### config.mk
export PLATFORM = sky130hd
export DESIGN_NAME = pst_queue
export DESIGN_NICKNAME = d
export VERILOG_FILES = /design/src/pst_pkg.sv /design/src/pst_queue.sv
export SDC_FILE = /design/constraint.sdc
export NUM_CORES = 1
export LEC_CHECK = 0
export BUFFER_PORTS_ARGS = -buffer_cell sky130_fd_sc_hd__buf_2
export CELL_PAD_IN_SITES_DETAIL_PLACEMENT = 0
export CELL_PAD_IN_SITES_GLOBAL_PLACEMENT = 1
export CORE_ASPECT_RATIO = 0.6
export CORE_MARGIN = 1
export CORE_UTILIZATION = 35
export DETAILED_ROUTE_END_ITERATION = 6
export PLACE_DENSITY = 0.72
export SLEW_MARGIN = 30
export SYNTH_ARGS = -nofsm -noshare
export SYNTH_HDL_FRONTEND = slang
export SYNTH_SLANG_ARGS = --single-unit
### constraint.sdc
create_clock -name clk_i -period 3.1 [get_ports clk_i]
set_input_delay 0.62 -clock clk_i [delete_from_list [all_inputs] [get_ports clk_i]]
set_output_delay 0.62 -clock clk_i [all_outputs]
set_load 0.01 [all_outputs]
### src/pst_pkg.sv
package pst_pkg;

  localparam int unsigned BURST_W = 16;
  localparam int unsigned PRIO_W  = 8;
  localparam int unsigned INDEX_W = 6;
  localparam int unsigned TIME_W  = 21;
  localparam int unsigned AVG_W   = 29;
  localparam int unsigned FRAC_W  = 8;
  localparam int unsigned QUEUE_DEPTH = 2;

  // One classified request as it travels from the front to the back.
  typedef struct packed {
    logic [BURST_W-1:0] burst_time;
    logic [PRIO_W-1:0]  priority_req;
    logic               last;
    logic               keep;
  } pst_job_t;

  typedef enum logic [2:0] {
    BK_LOAD,
    BK_SCAN,
    BK_EMIT,
    BK_DIV,
    BK_FIN
  } pst_back_state_e;

endpackage

### src/pst_queue.sv
module pst_queue import pst_pkg::*; (
  input  logic     clk_i,
  input  logic     rst_ni,
  input  logic     push_valid_i,
  input  pst_job_t push_data_i,
  output logic     push_ready_o,
  output logic     pop_valid_o,
  output pst_job_t pop_data_o,
  input  logic     pop_ready_i
);

  localparam int unsigned PTR_W = $clog2(QUEUE_DEPTH);
  localparam int unsigned FILL_W = $clog2(QUEUE_DEPTH + 1);

  pst_job_t          slot_q [QUEUE_DEPTH];
  logic [PTR_W-1:0]  wr_ptr_q, rd_ptr_q;
  logic [FILL_W-1:0] fill_q;
  logic              push, pop;

  assign push_ready_o = (fill_q != FILL_W'(QUEUE_DEPTH));
  assign pop_valid_o  = (fill_q != '0);
  assign pop_data_o   = slot_q[rd_ptr_q];
  assign push = push_valid_i && push_ready_o;
  assign pop  = pop_valid_o && pop_ready_i;

  always_ff @(posedge clk_i) begin
    if (push) begin
      slot_q[wr_ptr_q] <= push_data_i;
    end
  end

  always_ff @(posedge clk_i or negedge rst_ni) begin
    if (!rst_ni) begin
      wr_ptr_q <= '0;
      rd_ptr_q <= '0;
      fill_q   <= '0;
    end else begin
      if (push) begin
        wr_ptr_q <= wr_ptr_q + 1'b1;
      end
      if (pop) begin
        rd_ptr_q <= rd_ptr_q + 1'b1;
      end
      if (push && !pop) begin
        fill_q <= fill_q + 1'b1;
      end else if (pop && !push) begin
        fill_q <= fill_q - 1'b1;
      end
    end
  end

endmodule

## Yosys cells after proc, flatten, opt, wreduce, memory -nomap -nowiden

Memory sizes are Yosys's and may differ from the RTL's.
Index checks and enable logic that the tools add are counted.

| storage, ports and cells | value |
|---|---|
| output and inout port bits | 28 |
| memories kept | 1 |
| bits in registers | 4 |
| input bits | 30 |
| bits in writable memories | 52 |
| logic and storage cells | 21 |

| cells by class | value |
|---|---|
| equality and inequality tests | 1 |
| multiplexer cells | 4 |
| add/subtract/negate cells | 4 |
| reductions and logical operators | 8 |

Memory list:

| name | words | width | rd ports | clocked after Yosys merged registers in | write ports | line | RTL |
|---|---|---|---|---|---|---|---|
| slot_q | 2 | 26 | 1 | 0 | 1 | pst_queue.sv:15 | `pst_job_t slot_q [QUEUE_DEPTH];` |

Operators by type and width:

| operator | number |
|---|---|
| logical AND 1 bit | 4 |
| 2-to-1 mux 2 bit | 2 |
| nonzero test 2 bit | 2 |
| adder 1 bit, second input constant | 2 |
| adder 2 x 1 -> 2 bit, second input constant | 1 |
| logical NOT 1 bit | 2 |
| 2-to-1 mux 1 bit | 2 |
| inequality test 2 bit, second input constant | 1 |
| subtractor 2 x 1 -> 2 bit, second input constant | 1 |

## Depth between registers and ports, before layout

| logic depth | value |
|---|---|
| depth in word-level cells | 6 |
| depth in mapped cells | 7 |
| gate-level depth less buffers | 7 |

## Worst setup path before layout

No wires, ideal clock.

| timing | value |
|---|---|
| path kind | input-to-reg |
| from | in push_valid_i |
| to | mem slot_q[0][0] (netlist name), enable pin |
| data arrival time | 1818 ps |
| data required time | 2691 ps |
| setup time | 409 ps |
| stages | 2 |
| setup slack | 873 ps |
| buffers on the path | 0 |
| path through | nand2_1 > nor2_1 |

| on the way | value |
|---|---|
| cells in the longest elaborated chain, start to end | 3 |

Ends and longest elaborated chain:

| what | line | RTL |
|---|---|---|
| from (decl) | pst_queue.sv:4 | `input logic push_valid_i,` |
| logical AND 1 bit | pst_queue.sv:23 | `assign push = push_valid_i && push_ready_o;` |
| 2-to-1 mux 1 bit | pst_queue.sv:27 | `if (push) begin` |
| 2-to-1 mux 1 bit (not written as such) | pst_queue.sv:28 | `slot_q[wr_ptr_q] <= push_data_i;` |
| to (decl) | pst_queue.sv:15 |  |

No other way between the ends.

==> results.py <==
metrics = {
    "logic_synthesis": {
        "synth_xor_area_frac": 0.0202,
        "seq_area_frac_synth": 0.765,
        "synth_top_family_by_area": "multiplexers",
        "synthAdderAreaFrac": 0.00576,
        "synth_cell_types": 15,
        "syn_nets": 130,
        "synth_compound_area_frac": 0,
        "avgSynthCellArea_um2": 21.9,
        "postSynthCellCount": 99,
        "synth_simple_gate_area_frac": 0.0156,
        "ys_warn_count": 0,
        "synth-seq-cells": 56,
        "yosys-mux-area-fraction": 0.168,
        "synth_area_um2": 2170,
    },
    "power": {
        "internal_power_mw": 1.62,
        "switchingPower_uw": 693,
        "total_power_mw": 2.31,
        "combPwrFrac": 0.363,
        "ir_drop_mv": 0.352,
        "seq_power_share": 0.474,
        "power_density_nw_per_um2": 882,
        "leakage_nw": 1.05,
        "p_clk_frac": 0.163,
        "netSwitchingFraction": 0.300,
    },
    "sta": {
        "slew_headroom": 0.760,
        "rsz0062_at_grt": "no",
        "slew_violations": 0,
        "fin_crit_sh": 0.661,
        "fmax_mhz": 488,
        "finalHoldViolCount": 0,
        "setup_viol": 0,
        "worst_pin_slew_ns": 0.360,
        "min_period_ns": 2.05,
        "fin_setup_tns_ns": 0,
        "fin_skew_ns": 0.00687,
    },
    "die": {
        "fp.dieW_um": 104,
        "pin_count": 58,
        "initial_core_util": 0.376,
        "die_area_um2": 6530,
        "core_area_um2": 5780,
        "num_rows": 21,
        "die_h_um": 63.0,
    },
    "layout": {
        "most-common-layout-cells": "buf_2, edfxtp_1, mux2_4",
        "mostFrequentLayoutCell": "buf_2",
        "fin_area_um2": 2620,
        "area_delta_synth_final_pct": 20.6,
        "fin_cells": 244,
        "nNetsFinal": 195,
        "drive_gt1_frac": 0.579,
        "diodes": 0,
    },
    "cts": {
        "cts_setup_buffers": 0,
        "clkTransAtPathRegs_ns": 0.09,
        "cts.htree.levels": 2,
        "cts_root_buffer": "clkbuf_8",
        "numCtsBuffers": 5,
        "clk_latency_ns": 0.30,
        "cts_resized": 0,
        "clockBufferDepth": 2,
        "cts_hold_buf": 0,
        "cts_tree": "done",
        "cts.sinks": 56,
    },
    "global_routing": {
        "grt_overflow": 0,
        "grt_max_degree": 27,
        "grt_use_total": 0.115,
        "grt_pass1_vias": 1161,
        "grt_pass1_wl_um": 5660,
        "antenna_found_initial": 0,
    },
    "placed_design": {
        "placedCellCount": 237,
        "io_buffer_count": 57,
        "post_dp_cell_area_um2": 2540,
        "finalWeightedCongestion": 0.778,
    },
    "hold_path": {
        "hold_path_class": "primary input to asynchronous set/reset pin",
    },
    "detailed_routing": {
        "final_antenna_net_count": 0,
        "wl_per_cell_um": 14.2,
        "drcViolationCount": 0,
        "drt_iter0_markers": 30,
        "vias": 1058,
        "wl_um": 3460,
        "vias_per_cell": 4.34,
        "drtPass1Iterations": 4,
    },
    "setup_path": {
        "end_kind": "primary output",
        "cp-start-kind": "flop",
        "crit_type": "flop to primary output",
        "cp.arrival_ns": 1.43,
        "cp.required_ns": 2.48,
        "critPathMaxFanout": 16,
    },
    "job": {
        "cap_violations": 0,
    },
    "status": {
        "outcome": "completed",
    },
}
==> kinds of logic after synthesis <==
kind of cell               after synthesis
xor gates and xnor gates                 5
and+or+nand+nor                          7
DFF                                     56
muxes                                   26
adders and majority gates                1
buffers and inverters                    4
==> path summary, 6_finish.rpt <==
path,start,endpoint,slack (ns),cells after the start
worst min register to register,fill_q[1],fill_q[1],0.50,1
min in group clk_i,push_data_i[6],slot_q[1][6],0.50,1
worst max register to register,fill_q[0],fill_q[1],1.60,6
worst min-delay path,rst_ni,wr_ptr_q,0.11,1
worst max-delay path,rd_ptr_q,pop_data_o[21],1.05,3
max in group asynchronous,rst_ni,rd_ptr_q,2.88,1
==> sequential cells by signal (all words and copies together), names as in the netlist <==
name      flops
fill_q        2
rd_ptr_q      1
slot_q       52
wr_ptr_q      1
==> synth_stat cells <==
cell type / n / share of area
edfxtp_1: 52 / 0.72
mux2_4: 19 / 0.13
mux2_2: 7 / 0.036
dfrtp_1: 4 / 0.046
xnor2_1: 3 / 0.012
buf_12: 2 / 0.018
nand2_1: 2 / 0.0035
nor2_1: 2 / 0.0035
xor2_1: 2 / 0.0081
and3_1: 1 / 0.0029
buf_6: 1 / 0.0052
ha_1: 1 / 0.0058
inv_1: 1 / 0.0017
nand2b_1: 1 / 0.0029
or2_1: 1 / 0.0029
==> layout make-up <==
type	count	area (µm²)
Timing Repair Buffer	61	315
Fill cell	527	3160
Clock inverter	2	12.5
Inverter	1	3.75
Clock buffer	5	68.8
Tap cell	80	100
Multi-Input combinational cell	39	457
Sequential cell	56	1660
==> through the flow <==
stage / hold WS [ns] / setup WS, ns / utilization
global placement: 0.431 / 1.38 / 0.439
finish: 0.105 / 1.05 / 0.453
floorplan: 0.324 / 0.873 / -
global route: 0.0932 / 0.968 / 0.453
detailed placement: 0.430 / 1.37 / 0.439
CTS: 0.0990 / 1.02 / 0.453
==> critical path: stages, from the launching register on <==
cell     delay [ns]
dfrtp_1        0.35
buf_4          0.30
mux2_4         0.33
buf_2          0.14
==> power groups by stage <==
| stage | clock (mW) | sequential, mW | combinational, mW |
|---|---|---|---|
| CTS | 0.391 | 1.10 | 0.859 |
| detailed placement | 0 | 1.12 | 0.857 |
| floorplan | 0 | 1.10 | 0.637 |
| global placement | 0 | 1.10 | 0.837 |
| global route | 0.414 | 1.12 | 0.905 |
| finish | 0.376 | 1.10 | 0.838 |
==> routing by layer <==
| layer | vias to the layer above | wire length (µm) | global-route usage |
|---|---|---|---|
| li1 | 504 | - | - |
| met1 | 512 | 1490 | 0.136 |
| met2 | 38 | 1730 | 0.197 |
| met3 | 4 | 206 | 0.0407 |
| met4 | 0 | 38 | 0.0429 |
| met5 | - | 0 | 0 |
No activity file was read; power rests on OpenSTA's default activity.
